**src/hw/rtl/pect_pkg.sv**
```systemverilog
// Shared types and constants for the polygon ear-clip triangulator.
// No dependencies; every other file of the block but pect_ram imports this package.
`timescale 1ns / 1ps

package pect_pkg;

  // Vertex store geometry.
  localparam int MAX_PTS  = 32;
  localparam int IDX_W    = $clog2(MAX_PTS);
  localparam int CNT_W    = IDX_W + 1;

  // Coordinate and arithmetic widths.
  localparam int COORD_W  = 16;
  localparam int DIFF_W   = COORD_W + 1;
  localparam int PROD_W   = 2 * DIFF_W;
  localparam int CROSS_W  = PROD_W + 1;
  localparam int AREA_W   = 40;
  localparam int CMP_W    = AREA_W + 1;
  localparam int SHIFT_W  = 6;

  localparam logic [SHIFT_W-1:0] TOL_SHIFT_RESET = SHIFT_W'(20);

  // One stored vertex.
  typedef struct packed {
    logic signed [COORD_W-1:0] x;
    logic signed [COORD_W-1:0] y;
  } point_t;

  // One buffered ear triangle.
  typedef struct packed {
    logic [IDX_W-1:0] a;
    logic [IDX_W-1:0] b;
    logic [IDX_W-1:0] c;
  } tri_t;

endpackage

```
**src/hw/rtl/pect_cross.sv**
```systemverilog
// Three-stage pipelined 2D cross product (a - o) x (b - o).
// Depends on pect_pkg for point_t and the arithmetic widths.
`timescale 1ns / 1ps

module pect_cross import pect_pkg::*; (
  input  logic                       clk,
  input  logic                       rst,
  input  logic                       start,
  input  point_t                     o,
  input  point_t                     a,
  input  point_t                     b,
  output logic                       done,
  output logic signed [CROSS_W-1:0]  result
);

  logic                      v1, v2;
  logic signed [DIFF_W-1:0]  dax, day, dbx, dby;
  logic signed [PROD_W-1:0]  p1, p2;

  // Valid pipeline.
  always_ff @(posedge clk) begin
    if (rst) begin
      v1   <= 1'b0;
      v2   <= 1'b0;
      done <= 1'b0;
    end else begin
      v1   <= start;
      v2   <= v1;
      done <= v2;
    end
  end

  // Differences, products, final subtract.
  always_ff @(posedge clk) begin
    dax    <= DIFF_W'(a.x) - DIFF_W'(o.x);
    day    <= DIFF_W'(a.y) - DIFF_W'(o.y);
    dbx    <= DIFF_W'(b.x) - DIFF_W'(o.x);
    dby    <= DIFF_W'(b.y) - DIFF_W'(o.y);
    p1     <= dax * dby;
    p2     <= day * dbx;
    result <= CROSS_W'(p1) - CROSS_W'(p2);
  end

endmodule

```
**config.mk**
```make
export PLATFORM = sky130hd
export DESIGN_NAME = pect_cross
export DESIGN_NICKNAME = d
export VERILOG_FILES = /design/src/hw/rtl/pect_pkg.sv /design/src/hw/rtl/pect_cross.sv
export SDC_FILE = /design/constraint.sdc
export NUM_CORES = 2
export LEC_CHECK = 0
export ABC_AREA = 1
export BUFFER_PORTS_ARGS = -buffer_cell sky130_fd_sc_hd__clkbuf_2
export CORE_ASPECT_RATIO = 0.9
export CORE_MARGIN = 5
export CORE_UTILIZATION = 65
export DETAILED_ROUTE_END_ITERATION = 12
export PLACE_DENSITY = 0.82
export SLEW_MARGIN = 20
export SYNTH_ARGS = -nofsm -noshare
export SYNTH_HDL_FRONTEND = slang
export SYNTH_SLANG_ARGS = --single-unit
```
**constraint.sdc**
```tcl
create_clock -name clk -period 7.7 [get_ports clk]
set_input_delay 1.155 -clock clk [delete_from_list [all_inputs] [get_ports clk]]
set_output_delay 1.155 -clock clk [all_outputs]
set_load 0.01 [all_outputs]
```
# ---- Word level (Yosys, flattened, before mapping)
# Cells that the tools add are included.
dict set report totals {
  reg_bits 174
  latch_bits 0
  mem_bits_rw 0
  mem_bits_ro 0
  input_bits 99
  output_inout_bits 36
  wordCells 17
  memories 0
}
dict set report op_classes {
  addsub 5
  n_mul 2
  div_mod_pow 0
  n_lt_le_gt_ge 0
  n_eq_ne 0
  n_shift 0
  muxes 0
  bitwise 0
  reduce_logical 0
}
# op count
set op_table {}
lappend op_table {{$mul A17 B17 Y34} 2}
lappend op_table {{$sub A16 B16 Y17} 4}
lappend op_table {{$sub A34 B34 Y35} 1}

# ---- Logic depth before layout (Yosys ltp)
dict set report depth {
  ltp_word 1
  mapped_depth 28
  mapped_depth_nobuf 26
}

# ---- Worst setup path after synthesis
# No wires, ideal clock.
dict set report synth_path {
  path_kind {register -> register}
  from {register dax[16]}
  to {register p1[33]}
  t_arrival_ns 5.410
  required_ns 7.588
  setup_slack_ns 2.178
  stages_incl_launch_ff 23
  path_buffers 2
  period_less_slack_ns 5.522
  path_cell_list {dfxtp_1 clkbuf_1 clkbuf_1 nand2_1 inv_1 fa_1 fa_1 fa_1 fa_1 fa_1 inv_1 fa_1 inv_1 ha_1 nand2_1 nor2_1 nand2_1 nor4_2 nand2_2 nand2_2 inv_2 nand2_1 nand2_1}
}
dict set report synth_via {
  elab_chain_len 1
}
# item line
set synth_rtl {}
lappend synth_rtl {{start, declared} pect_cross.sv:17} ;# logic signed [DIFF_W-1:0] dax, day, dbx, dby;
lappend synth_rtl {{start signal, assigned} pect_cross.sv:35} ;# dax <= DIFF_W'(a.x) - DIFF_W'(o.x);
lappend synth_rtl {{$mul A17 B17 Y34} pect_cross.sv:39} ;# p1 <= dax * dby;
lappend synth_rtl {{end signal, assigned} pect_cross.sv:39}
lappend synth_rtl {{end, declared} pect_cross.sv:18} ;# logic signed [PROD_W-1:0] p1, p2;
# Every way passes these cells.
# A chain may end at the register's enable or synchronous reset.

# ---- Worst setup path after layout
dict set report layout_path {
  from {register dby[2]}
  to {register p1[25]}
}
dict set report layout_via {
  elab_chain_len 1
}
# item line
set layout_rtl {}
lappend layout_rtl {{start, declared} pect_cross.sv:17}
lappend layout_rtl {{start signal, assigned} pect_cross.sv:38} ;# dby <= DIFF_W'(b.y) - DIFF_W'(o.y);
lappend layout_rtl {{$mul A17 B17 Y34} pect_cross.sv:39}
# Every way passes these cells.

==> metrics.md <==
| Metric | Value |
|---|---|
| First-pass GRT wire length | 142,500 um |
| Critical Path AT | 6.58 ns |
| Design area | 34,790 um^2 |
| # hold bufs at CTS | 0 |
| Global route total overflow | 0 |
| Clock Latency Late Sink | 0.49 ns |
| Achievable frequency | 161.3 MHz |
| WL per Instance | 16.67 um |
| DRC viols | 0 |
| Final Non-Filler Cells | 5,142 |
| Post-route ant nets | 0 |
| TritonCTS buffer count | 17 |
| Core area | 50,360 um^2 |
| Min-Delay Path Class | flip-flop to flip-flop |
| Synth Warn # | 0 |
| Final #Nets | 5,413 |
| Count leader, synth | inv_1 |
| Asr flop ratio synth | 0% |
| CTS tree | yes |
| Area after DPL | 34,140 um^2 |
| Via count | 27,300 |
| Crit Path Class | flip-flop to flip-flop |
| Worst hold path stage count | 2 |
| Clock transition at the registers of the reported paths | 0.08 ns |
| Worst setup SP type | flip-flop |
| CTS H-Tree Depth | 4 |
| Max FO, Critical Path | 17 |
| Fin. max-slew vios | 0 |
| Top cells by area, synth | fa_1 (36%), inv_1 (14%), nand2_1 (14%) |
| Status | complete, no violations |
| Post-Place Cells | 5,110 |
| Post-Syn Area | 33,080 um^2 |
| Hold Vio Cnt, Final | 0 |
| Sum Neg Setup Slack | 0 ns |
| Final wirelength | 85,730 um |
| Worst-Margin Slew | 0.9278 ns |
| Initial antenna violation count | 1 |
| Slew HR | 38.06% |
| Die Area | 55,510 um^2 |
| Vias in the first global route | 28,080 |
| Worst Skew | 0.01305 ns |
| N_diodes | 0 |
| Largest area contributor in the netlist | fa_1 |
| CTS Buffer Depth | 2 |
| Reg2reg end | p1[25] |
| Layout cell share with drive strength beyond 1 | 5.715% |
| Netlist cell types | 40 |
| Setup slack, reg-to-reg | 1.50 ns |
| Top post-synthesis cells by count | inv_1 (1,209), nand2_1 (1,194), fa_1 (597) |
| Syn Nets | 5,389 |
| Worst r2r path cells | 16 |
| Die width | 247.8 um |
| Synth top area share | 36.13% |
| HPWL Detailed | 72,800 um |
| Vias/cell | 5.310 |
| Clk root buf | clkbuf_16 |
| Synth Instances | 4,425 |
| IO Pins | 135 |
| PortBufs | 134 |
| Number of synthesized flops with an enable pin | 0 |
| Setup violations, final | 0 |
| Clk sink count | 174 |
| Reg2reg start | dby[2] |
| Hold worst-path end | v2 |
| Critical path required time | 8.08 ns |
| Largest net degree at the start of global routing | 24 |
| Die height | 224.0 um |
| Post-synth top flop | dfxtp_1 |
| 1st-pass router iterations | 6 |
| HP Start | v1 |
| Area delta synth->final | 5.170% |
| Final period utilization | 80.50% |
| Post-CTS Resized | 0 |
| Minimum clock period | 6.199 ns |
| GRT Total Usage | 32.16% |
| Register bit count reported by yosys | 174 |
| CP endpoint kind | flip-flop |
| Postcts setup bufs | 0 |
| Seq/Total Area, Yosys | 10.53% |
| Unrepaired setup endpoints after global routing | no |
| Initial Util | 65.69% |
| Synthesized area per cell | 7.476 um^2 |
| First DRT Iteration DRCs | 2,313 |
| Max cap viols | 0 |
| Rows | 78 |
| Final GP Congestion | 0.9654 |
## critical path: stages (launching register included)
cell     delay (ns)
dfxtp_1        0.75
nand2_1        0.20
inv_1          0.16
fa_1           0.57
fa_1           0.93
fa_1           0.54
fa_1           0.50
fa_1           0.50
inv_1          0.05
fa_1           0.47
inv_1          0.05
ha_1           0.39
nand2_1        0.19
nor3_1         0.38
nand3_1        0.20
nand4_1        0.12
nand2_1        0.08
## layer usage
| metal | vias up | part of all wire, % | track usage [%] |
|---|---|---|---|
| met3 | 194 | 9.4 | 7.206 |
| met5 | - | 0 | 0 |
| met4 | 0 | 2.9 | 9.073 |
| met1 | 12990 | 42 | 44.55 |
| li1 | 12900 | - | - |
| met2 | 1217 | 45 | 51.48 |
## cell usage in the layout, fill, tap and decap left out, drive strengths merged, types with 9 or more instances in the layout
cell type / count
dfxtp: 174
nor2: 203
inv: 1230
clkbuf: 151
or2: 9
a21oi: 160
nand3b: 12
fa: 597
ha: 268
a21o: 9
nand2: 1215
o21ai: 74
nand3: 137
nor3: 39
o21bai: 15
xnor2: 17
xor2: 80
nand4: 37
## state kept, by name (all words and copies together) (netlist names)
| name | count |
|---|---|
| dax | 17 |
| day | 17 |
| dbx | 17 |
| dby | 17 |
| done | 1 |
| p1 | 34 |
| p2 | 34 |
| result | 35 |
| v1 | 1 |
| v2 | 1 |
## logic make-up after synthesis
group	after synthesis	synth area share (%)
AND/OR/NAND/NOR	1657	20.56
adder cells (fa/ha/maj)	865	46.26
AO/OA/AOI/OAI	278	4.713
flip-flops	174	10.53
buffers and inverters	1354	15.36
XOR/XNOR	97	2.568
## layout make-up
class	count	area [um^2]
well taps	680	850.8
inverters	1220	4579
clock inverters	15	229.0
fillers	4215	15570
clock buffers	17	425.4
flip-flops and latches	174	3483
multi-input cells	2897	24510
repair buffers	139	708.2
## stage by stage
| stage | utilization [%] | hold slack (ns) | setup WS, ns |
|---|---|---|---|
| 3_5_place_dp | 67.79 | 0.3916 | 1.581 |
| 5_1_grt | 69.09 | 0.4440 | 1.229 |
| 3_3_place_gp | 67.79 | 0.3896 | 1.656 |
| 2_1_floorplan | - | 0.3883 | 2.178 |
| 4_1_cts | 69.09 | 0.4030 | 1.560 |
| 6_report | 69.09 | 0.4012 | 1.501 |
## how the worst max path moves through the flow
stage	from	end	slack, ns
2_1_floorplan	dax[16]	p1[33]	2.18
3_3_place_gp	dax[16]	p1[25]	1.66
3_5_place_dp	dbx[2]	p2[29]	1.58
4_1_cts	dbx[2]	p2[29]	1.56
5_1_grt	dbx[2]	p2[25]	1.23
6_report	dby[2]	p1[25]	1.50
Power is left out: the tool's default activity adds up to more than one toggle a clock period on the data nets, which glitch-free logic cannot reach.
