--- src/hw/rtl/pect_ram.sv ---
// Generic single-write, single-read synchronous RAM with registered read data.
// No dependencies.
`timescale 1ns / 1ps

module pect_ram #(
  parameter int WIDTH = 8,
  parameter int DEPTH = 32
) (
  input  logic                     clk,
  input  logic                     we,
  input  logic [$clog2(DEPTH)-1:0] waddr,
  input  logic [WIDTH-1:0]         wdata,
  input  logic [$clog2(DEPTH)-1:0] raddr,
  output logic [WIDTH-1:0]         rdata
);

  logic [WIDTH-1:0] mem [DEPTH];

  // Write port and registered read port.
  always_ff @(posedge clk) begin
    if (we) begin
      mem[waddr] <= wdata;
    end
    rdata <= mem[raddr];
  end

endmodule

--- config.mk ---
export PLATFORM = sky130hd
export DESIGN_NAME = pect_ram
export DESIGN_NICKNAME = d
export VERILOG_FILES = /design/src/hw/rtl/pect_ram.sv
export SDC_FILE = /design/constraint.sdc
export NUM_CORES = 1
export LEC_CHECK = 0
export BUFFER_PORTS_ARGS = -buffer_cell sky130_fd_sc_hd__buf_4
export CAP_MARGIN = 20
export CELL_PAD_IN_SITES_DETAIL_PLACEMENT = 0
export CELL_PAD_IN_SITES_GLOBAL_PLACEMENT = 1
export CORE_MARGIN = 3
export CORE_UTILIZATION = 29
export CTS_BUF_LIST = sky130_fd_sc_hd__clkbuf_4
export CTS_CLUSTER_DIAMETER = 40
export DETAILED_ROUTE_END_ITERATION = 10
export PLACE_DENSITY = 0.54
export SKIP_CTS_REPAIR_TIMING = 1
export SLEW_MARGIN = 5
export SYNTH_ARGS = -nofsm -noshare
export SYNTH_HDL_FRONTEND = slang
export SYNTH_SLANG_ARGS = --single-unit
--- constraint.sdc ---
create_clock -name clk -period 1.85 [get_ports clk]
set_input_delay 0 -clock clk [delete_from_list [all_inputs] [get_ports clk]]
set_output_delay 0 -clock clk [all_outputs]
set_load 0.005 [all_outputs]
Word level (Yosys, flattened, before mapping)
Memories as Yosys holds them, arrays and structs flattened. A register that Yosys moved wholly into a read port is not among the register bits.
Cells that the tools add are included.
{ "word_totals": {"output_inout_bits": 8, "n_memories": 1, "ramBits": 256, "wordCells": 3, "ff_bits": 0} }
{ "mem_list": {"columns": ["memory", "words", "word_bits", "rd", "rd_ports_with_merged_regs", "write_ports", "line", "source"], "rows": [
  ["mem", 32, 8, 1, 1, 1, "17", "logic [WIDTH-1:0] mem [DEPTH];"]
]} }
{ "classes": {"muxes": 2} }
{ "op_table": {"columns": ["cell", "count"], "rows": [
  ["2-to-1 mux 1 bit", 2]
]} }

Logic depth before layout (Yosys ltp)
Gate-level depths: netlist of run 1.
{ "logic_depth": {"ltp_word": 2, "ltp_mapped": 5, "depth_no_buf": 3} }

Least setup slack after synthesis of run 1
OpenSTA, ideal clock, no wires.
{ "synth_timing": {"path_type": "input-to-reg", "startpoint": "input port raddr[2]", "endpoint": "register rdata[0], read port of mem", "path_buffers": 2, "required_time_ns": 1.729, "setup_ns": 0.121, "path_slack_ns": 0.048, "arrival_time_ns": 1.682, "stages": 5, "cell_sequence": "clkbuf_1 clkbuf_1 mux4_2 mux4_2 mux2_2"} }
{ "synth_lines": {"columns": ["element", "line", "source"], "rows": [
  ["from (decl)", "13", "input logic [$clog2(DEPTH)-1:0] raddr,"],
  ["to (decl)", "14", "output logic [WIDTH-1:0] rdata"]
]} }

==> results of run 1 <==
-- state kept, by name, indices dropped and copies added (netlist names) --
| signal | count |
|---|---|
| mem | 256 |
| rdata | 8 |
-- path summary, 6_finish.rpt --
| kind | start | cells past startpoint | endpoint |
|---|---|---|---|
| max | mem[20][2] | 3 | rdata[2] |
| max reg2reg | mem[20][2] | 3 | rdata[2] |
| min | waddr[3] | 4 | mem[31][6] |
| min reg2reg | mem[28][2] | 3 | rdata[2] |
-- final cells by class --
type	count	share of cell area, %
antenna	1	0.0209
clock inverter	8	0.272
timing repair buffer	76	5.60
multi-input combinational	133	17.5
tap	448	4.68
clock buffer	101	6.33
sequential	264	65.6
-- cells in the final DEF (no fill, tap or decap) --
cell type / Yosys / final
nor2_1: 33 / 33
buf_12: 0 / 6
nand3b_1: 5 / 5
buf_4: 6 / 60
edfxtp_1: 256 / 256
diode_2: 0 / 1
nand2_1: 1 / 1
dfxtp_1: 8 / 8
inv_2: 0 / 1
clkinv_2: 0 / 2
or3b_2: 3 / 3
clkbuf_4: 0 / 101
nand3_1: 2 / 2
dlygate4sd3_1: 0 / 10
mux2_2: 8 / 8
mux4_2: 80 / 80
clkinv_1: 0 / 5
or3_1: 1 / 1
-- per-layer routing --
metal	up-vias	part of all wire [%]	routed length, µm	global-route usage (%)
met1	2518	45	10100	17.4
met5	-	0	0	0
li1	2072	-	-	-
met3	46	5.8	1320	3.14
met2	148	47	10700	19.8
met4	0	2.3	520	4.51
-- synth_stat cells --
master	instances
nor2_1	33
buf_1	6
nand3_1	2
mux2_2	8
buf_6	1
nand2_1	1
or3_1	1
clkbuf_1	6
dfxtp_1	8
buf_2	1
edfxtp_1	256
nand3b_1	5
buf_4	6
or3b_2	3
mux4_2	80
-- metrics by stage --
stage | cells | hold WS, ns | worst slack (ns)
after floorplan | 417 | 0.0989 | 0.0476
after global placement | 911 | 0.380 | -0.109
after detailed placement | 911 | 0.373 | -0.102
after CTS | 1020 | -0.311 | 0.0323
after global routing | 1031 | 0.0376 | 0.0109
final | 1031 | 0.0857 | 0.0325
-- report_power, final --
part           internal, mW  switching [mW]
clock                  2.46            2.12
sequential             6.65          0.0286
combinational         0.330           0.371
total                  9.44            2.52
-- kinds of logic (layout without fill, tap and decap cells) --
kind of cell / after synthesis / count (layout) / share of synthesized area [%]
mux: 88 / 88 / 18.8
simple gates: 45 / 45 / 2.07
flops: 264 / 264 / 78.1
other cells: 0 / 1 / 0
buf+inv: 20 / 185 / 1.06
-- critical path, cell delays in order (launching register included) --
cell      delay, ns
edfxtp_1       0.36
mux4_2         0.52
mux4_2         0.53
mux2_2         0.28
==> reports/results.ini, run 1 <==
[cells_and_area]
multi_input_area_mm2=0.00210
n_fill_cell=3171
final_nets=564
drive_gt1_share_pct=44.8
final_area_mm2=0.0120
regArea_mm2=0.00785
utilization_pct=35.3
area_growth_syn_to_layout_pct=19.1

[sta]
worstMarginPinSlew_ns=0.511
rsz0062_at_grt=no
setup_viol=0
tns_ns=0
slew_viol_final=0
finClkSkew_ns=0.0324
hold_viol_final=0
fmax_ghz=0.550
slew_headroom_pct=65.8
min_period_ns=1.82
fin_crit_sh_pct=98.2

[clock_tree]
cts_made_buffers=69
cts_sinks=264
clockBufferDepth=3
clkTransAtPathRegs_ns=0.06
cts_tree=built
root_buffer=clkbuf_4
clock_latency_ns=0.62
htreeDepth=3

[synth]
syn_nets=437
ys_warn_count=0
seq_area_frac_synth_pct=78.1
synth_top_cell_by_area=edfxtp_1
syn_inst=417
synth_area_mm2=0.0101
ys_top_cells_by_area=edfxtp_1 76%, mux4_2 18%, dfxtp_1 1.6%, nor2_1 1.2%, mux2_2 0.90%
yosys.cell_types.count=15
synth_top_area_share_pct=76.5
ys_ff_latch=264
synth.avg_cell_area_um2=24.1

[placement]
placed_area_mm2=0.0111
place_hpwl_um=13900
gp_congestion=0.746
port_buffers=27

[run_status]
status=finished clean

[critical_path]
crit_fanout=1
cp.arrival_ns=2.32
end_kind=flop
timing.reg2reg.setup_slack_ns=0.03
required_ns=2.35
cp-start-kind=flop
path_class=flop to flop

[floorplanning]
die_h_um=192
die_area_mm2=0.0369
io_pins=28
die_w_um=192
core-area_mm2=0.0339
start_util_pct=29.7
rows=67

[worst_hold_path]
min_path_type=input port to flop

[route]
drtAntennaViolNets=0
dr_total_vias=4784
wl_per_cell_um=22.0
drc_errors=0
drt-total-wl_um=22700
viasPerCell=4.64
first_pass_iters=6
drt_iter0_drc=490

[power]
ir_drop_mv=0.334
power_density_mw_per_mm2=999
p_leak_nw=3.86
p_total_mw=12.0

[grt]
grt_overflow=0
grt_max_degree=37
grt_pass1_vias=5109
grt_pass1_wl_um=33500
track_usage_pct=12.7
antenna_found_initial=1

[flow_run]
drv_cap=0

(Power assumes the default switching activity.)
==> inputs of run 2 (changes only) <==
--- a/config.mk
+++ b/config.mk
@@ -15,6 +15,7 @@
 export CTS_CLUSTER_DIAMETER = 40
 export DETAILED_ROUTE_END_ITERATION = 10
 export PLACE_DENSITY = 0.54
+export SETUP_SLACK_MARGIN = 0.5
 export SKIP_CTS_REPAIR_TIMING = 1
 export SLEW_MARGIN = 5
 export SYNTH_ARGS = -nofsm -noshare
==> run 2 against run 1 <==
  * Sequential power is essentially flat
  * Sequential share of layout area shrank 1.4 points
  * Global-route usage shrank 0.062 points
  * Largest power group unchanged
  * Via count grew 1.0%
  * Hold slack lost 0.052 ns
  * Final area grew 2.1%
==> reports/results.ini, run 2 (same netlist as run 1, synthesis figures left out) <==
[route]
drtAntennaViolNets=0
drt_iter0_drc=431
wl_per_cell_um=22.0
viasPerCell=4.60
dr_total_vias=4832
drt-total-wl_um=23100
first_pass_iters=4
drc_errors=0

[floorplanning]
core-area_mm2=0.0339
die_area_mm2=0.0369
start_util_pct=29.7
die_w_um=192
die_h_um=192
io_pins=28
rows=67

[critical_path]
timing.reg2reg.setup_slack_ns=0.01
path_delay_family=multiplexers
endpoint=rdata[0]
path_buf_inv=0
r2r_end=rdata[0]
r2r-start=mem[21][0]
cpMostUsedCell=mux4_2
cp_slowest_cell=mux4_2
path_class=flop to flop
cp-start-kind=flop
slowest_delay_ns=0.54
end_kind=flop
crit_fanout=1
crit_cells=3
required_ns=2.36
cp.arrival_ns=2.34
rr_worst_depth=3
crit_path_start=mem[21][0]
critical_path.cell_chain=mux4_2 -> mux4_2 -> mux2_4

[sta]
min_period_ns=1.84
hold_viol_final=0
setup_slack_ns=0.0129
setup_viol=0
finClkSkew_ns=0.0313
slew_viol_final=0
rsz0062_at_grt=yes
fin_crit_sh_pct=99.3
slew_headroom_pct=61.5
whs_ns=0.0335
fmax_ghz=0.544
worstMarginPinSlew_ns=0.577

[cells_and_area]
largest_register=mem
largest_reg_flops=256
mostFrequentLayoutCells=256 x edfxtp_1, 105 x clkbuf_4, 80 x mux4_2
drive_gt1_share_pct=46.6
final_nets=571
finalNonFillerCells=1050
final_common_cell=edfxtp_1
top_regs=mem x256, rdata x8
area_growth_syn_to_layout_pct=21.6

[grt]
grt_pass1_vias=4983
track_usage_pct=12.7
grt_overflow=0
grt_max_degree=33
antenna_found_initial=1
grt_pass1_wl_um=33400

[placement]
port_buffers=27
pre_cts_ws_ns=-0.149
place_hpwl_um=14400
dp.cells=912
gp_congestion=0.744

[worst_hold_path]
min_path_type=input port to flop

[clock_tree]
cts_tree=built
clkTransAtPathRegs_ns=0.06
htreeDepth=3
root_buffer=clkbuf_4
clock_latency_ns=0.64
cts_made_buffers=72
cts_sinks=264
clockBufferDepth=3

[power]
p_leak_nw=3.99
power_density_mw_per_mm2=1040
ir_drop_mv=0.427

[flow_run]
drv_cap=0

[run_status]
status=finished clean

## run 2: cell count changes in the layout (fill, tap and decap cells not counted), sizes merged
cell | previous run | this run
clkinv | 7 | 16
clkbuf | 101 | 105
bufinv | 0 | 3
dlygate4sd3 | 10 | 13
buf | 66 | 67
inv | 1 | 0
## run 2: worst reg2reg max path, stage by stage, from the launching register on
cell and delay [ns]:
edfxtp_1 0.36, mux4_2 0.54, mux4_2 0.51, mux2_4 0.30
## run 2: worst min-delay path by stage
stage	to	slack, ns	start	depth (start not counted)
global placement	rdata[3]	0.38	raddr[3]	2
detailed placement	rdata[7]	0.38	raddr[3]	2
CTS	rdata[7]	-0.33	raddr[3]	2
global route	mem[28][2]	0.0008	waddr[4]	3
floorplan	mem[0][0]	0.1	wdata[0]	0
finish	mem[20][2]	0.03	waddr[4]	3
## run 2: power breakdown
group | switching (mW) | internal (mW) | total [mW]
clock | 2.26 | 3.02 | 5.27
combinational | 0.379 | 0.356 | 0.735
sequential | 0.0307 | 6.65 | 6.68
total | 2.67 | 10.0 | 12.7
## run 2: final cells by class
type                       instances  area [µm²]
timing repair buffer              80         721
sequential                       264        7850
clock inverter                    19         158
fill                            3196       21600
antenna                            1        2.50
tap                              448         561
clock buffer                     105         788
multi-input combinational        133        2150
## run 2: through the flow
step	utilization [%]	power [mW]	area (µm²)	TNS (ns)
detailed placement	32.8	7.52	11100	-0.922
floorplan	-	7.18	10200	0
global placement	32.8	7.51	11100	-0.863
global route	36.1	13.3	12200	-0.0652
finish	36.1	12.7	12200	0
CTS	35.6	12.9	12100	-0.0164
## run 2: metal layers
metal / share of wire (%) / track usage, % / vias up
met5: 0 / 0 / -
met4: 1.8 / 4.57 / 0
met3: 5.0 / 3.60 / 29
met2: 47 / 19.0 / 136
met1: 46 / 17.7 / 2570
li1: - / - / 2097
==> inputs of run 3 (changes only) <==
--- a/config.mk
+++ b/config.mk
@@ -6,7 +6,7 @@
 export NUM_CORES = 1
 export LEC_CHECK = 0
 export BUFFER_PORTS_ARGS = -buffer_cell sky130_fd_sc_hd__buf_4
-export CAP_MARGIN = 20
+export CAP_MARGIN = 40
 export CELL_PAD_IN_SITES_DETAIL_PLACEMENT = 0
 export CELL_PAD_IN_SITES_GLOBAL_PLACEMENT = 1
 export CORE_MARGIN = 3
@@ -15,6 +15,7 @@
 export CTS_CLUSTER_DIAMETER = 40
 export DETAILED_ROUTE_END_ITERATION = 10
 export PLACE_DENSITY = 0.54
+export REMOVE_ABC_BUFFERS = 1
 export SETUP_SLACK_MARGIN = 0.5
 export SKIP_CTS_REPAIR_TIMING = 1
 export SLEW_MARGIN = 5
==> run 3 against run 2 <==
  * The flow now finishes with violations (setup timing)
  * Final area is 0.83% lower
  * Hold slack lost 0.0059 ns
  * Wire length decreased by 0.52%
  * Count of clock-buffer cells in the layout decreased by 12
  * Critical path depth unchanged
  * Non-clock buffer count down 2
  * Largest cell class unchanged
  * Largest power group unchanged
  * Highest routed layer unchanged
==> reports/results.ini, run 3 (same netlist as run 1, synthesis figures left out) <==
[clock_tree]
cts_made_buffers=68
cts_sinks=264
clock_latency_ns=0.67
htreeDepth=3
clockBufferDepth=3
cts_tree=built
root_buffer=clkbuf_4
clkTransAtPathRegs_ns=0.07

[sta]
slew_headroom_pct=67.1
slew_viol_final=0
rsz0062_at_grt=yes
tns_ns=-0.00595
fmax_ghz=0.539
whs_ns=0.0276
min_period_ns=1.86
finClkSkew_ns=0.0331
fin_crit_sh_pct=100
setup_slack_ns=-0.00595
worstMarginPinSlew_ns=0.492
setup_viol=1
hold_viol_final=0

[floorplanning]
start_util_pct=29.7
rows=67
io_pins=28
die_h_um=192
die_area_mm2=0.0369
core-area_mm2=0.0339
die_w_um=192

[cells_and_area]
n_fill_cell=3198
largest_reg_flops=256
top_regs=mem x256, rdata x8
drive_gt1_share_pct=43.8
area_growth_syn_to_layout_pct=20.6
regArea_mm2=0.00785
multi_input_area_mm2=0.00213
final_common_cell=edfxtp_1
mostFrequentLayoutCells=256 x edfxtp_1, 93 x clkbuf_4, 80 x mux4_2
utilization_pct=35.8
largest_register=mem
final_nets=565
finalNonFillerCells=1045

[critical_path]
path_class=flop to flop
end_kind=flop
cp-start-kind=flop
crit_fanout=1
cp.arrival_ns=2.39
required_ns=2.39

[route]
first_pass_iters=4
wl_per_cell_um=21.9
dr_total_vias=4882
viasPerCell=4.67
drt_iter0_drc=375
drt-total-wl_um=22900
drc_errors=0
drtAntennaViolNets=0

[grt]
grt_overflow=0
grt_pass1_wl_um=34000
grt_max_degree=33
grt_pass1_vias=5128
track_usage_pct=12.9
antenna_found_initial=2

[placement]
gp_congestion=0.742
place_hpwl_um=14500
port_buffers=27
dp.cells=912

[run_status]
violations=setup timing
status=finished, violations left

[power]
ir_drop_mv=0.385
p_leak_nw=3.93
power_density_mw_per_mm2=1020
p_total_mw=12.3

[worst_hold_path]
min_path_type=input port to flop

[flow_run]
drv_cap=0

## run 3: layout make-up
type | count | area share [%]
diodes | 1 | 0.0206
clock buffers | 93 | 5.76
clock inverters | 28 | 1.43
multi-input cells | 133 | 17.6
flip-flops and latches | 264 | 64.7
well taps | 448 | 4.62
repair buffers | 78 | 5.88
## run 3: power breakdown
group          internal, mW  leakage, nW  switching [mW]  total (mW)
Clock                  2.63        0.505            2.29        4.92
Sequential             6.65         2.37          0.0317        6.68
Combinational         0.353         1.05           0.378       0.730
Total                  9.63         3.93            2.70        12.3
## run 3: critical path, cell delays in order, from the launching register on
cell and delay [ns]:
edfxtp_1 0.37, mux4_2 0.54, mux4_2 0.54, mux2_4 0.28
## run 3: stage by stage
stage | cell area (µm²) | setup WS, ns
2_1_floorplan | 9950 | 0.237
3_3_place_gp | 11100 | -0.0896
3_5_place_dp | 11100 | -0.112
4_1_cts | 12000 | -0.0258
5_1_grt | 12100 | -0.0330
6_report | 12100 | -0.00595
## run 3: final timing paths
check	start	to	slack, ns	cells past startpoint
hold / removal	waddr[2]	mem[29][6]	0.03	4
hold reg to reg	mem[5][0]	rdata[0]	0.89	3
setup / recovery	mem[31][6]	rdata[6]	-0.006	3
setup reg to reg	mem[31][6]	rdata[6]	-0.006	3
## run 3: per-layer routing
layer | global-route usage, % | routed length [µm] | up-vias
li1 | - | - | 2084
met1 | 18.6 | 10500 | 2585
met2 | 19.1 | 10600 | 175
met3 | 2.96 | 1370 | 38
met4 | 4.82 | 458 | 0
met5 | 0 | 0 | -
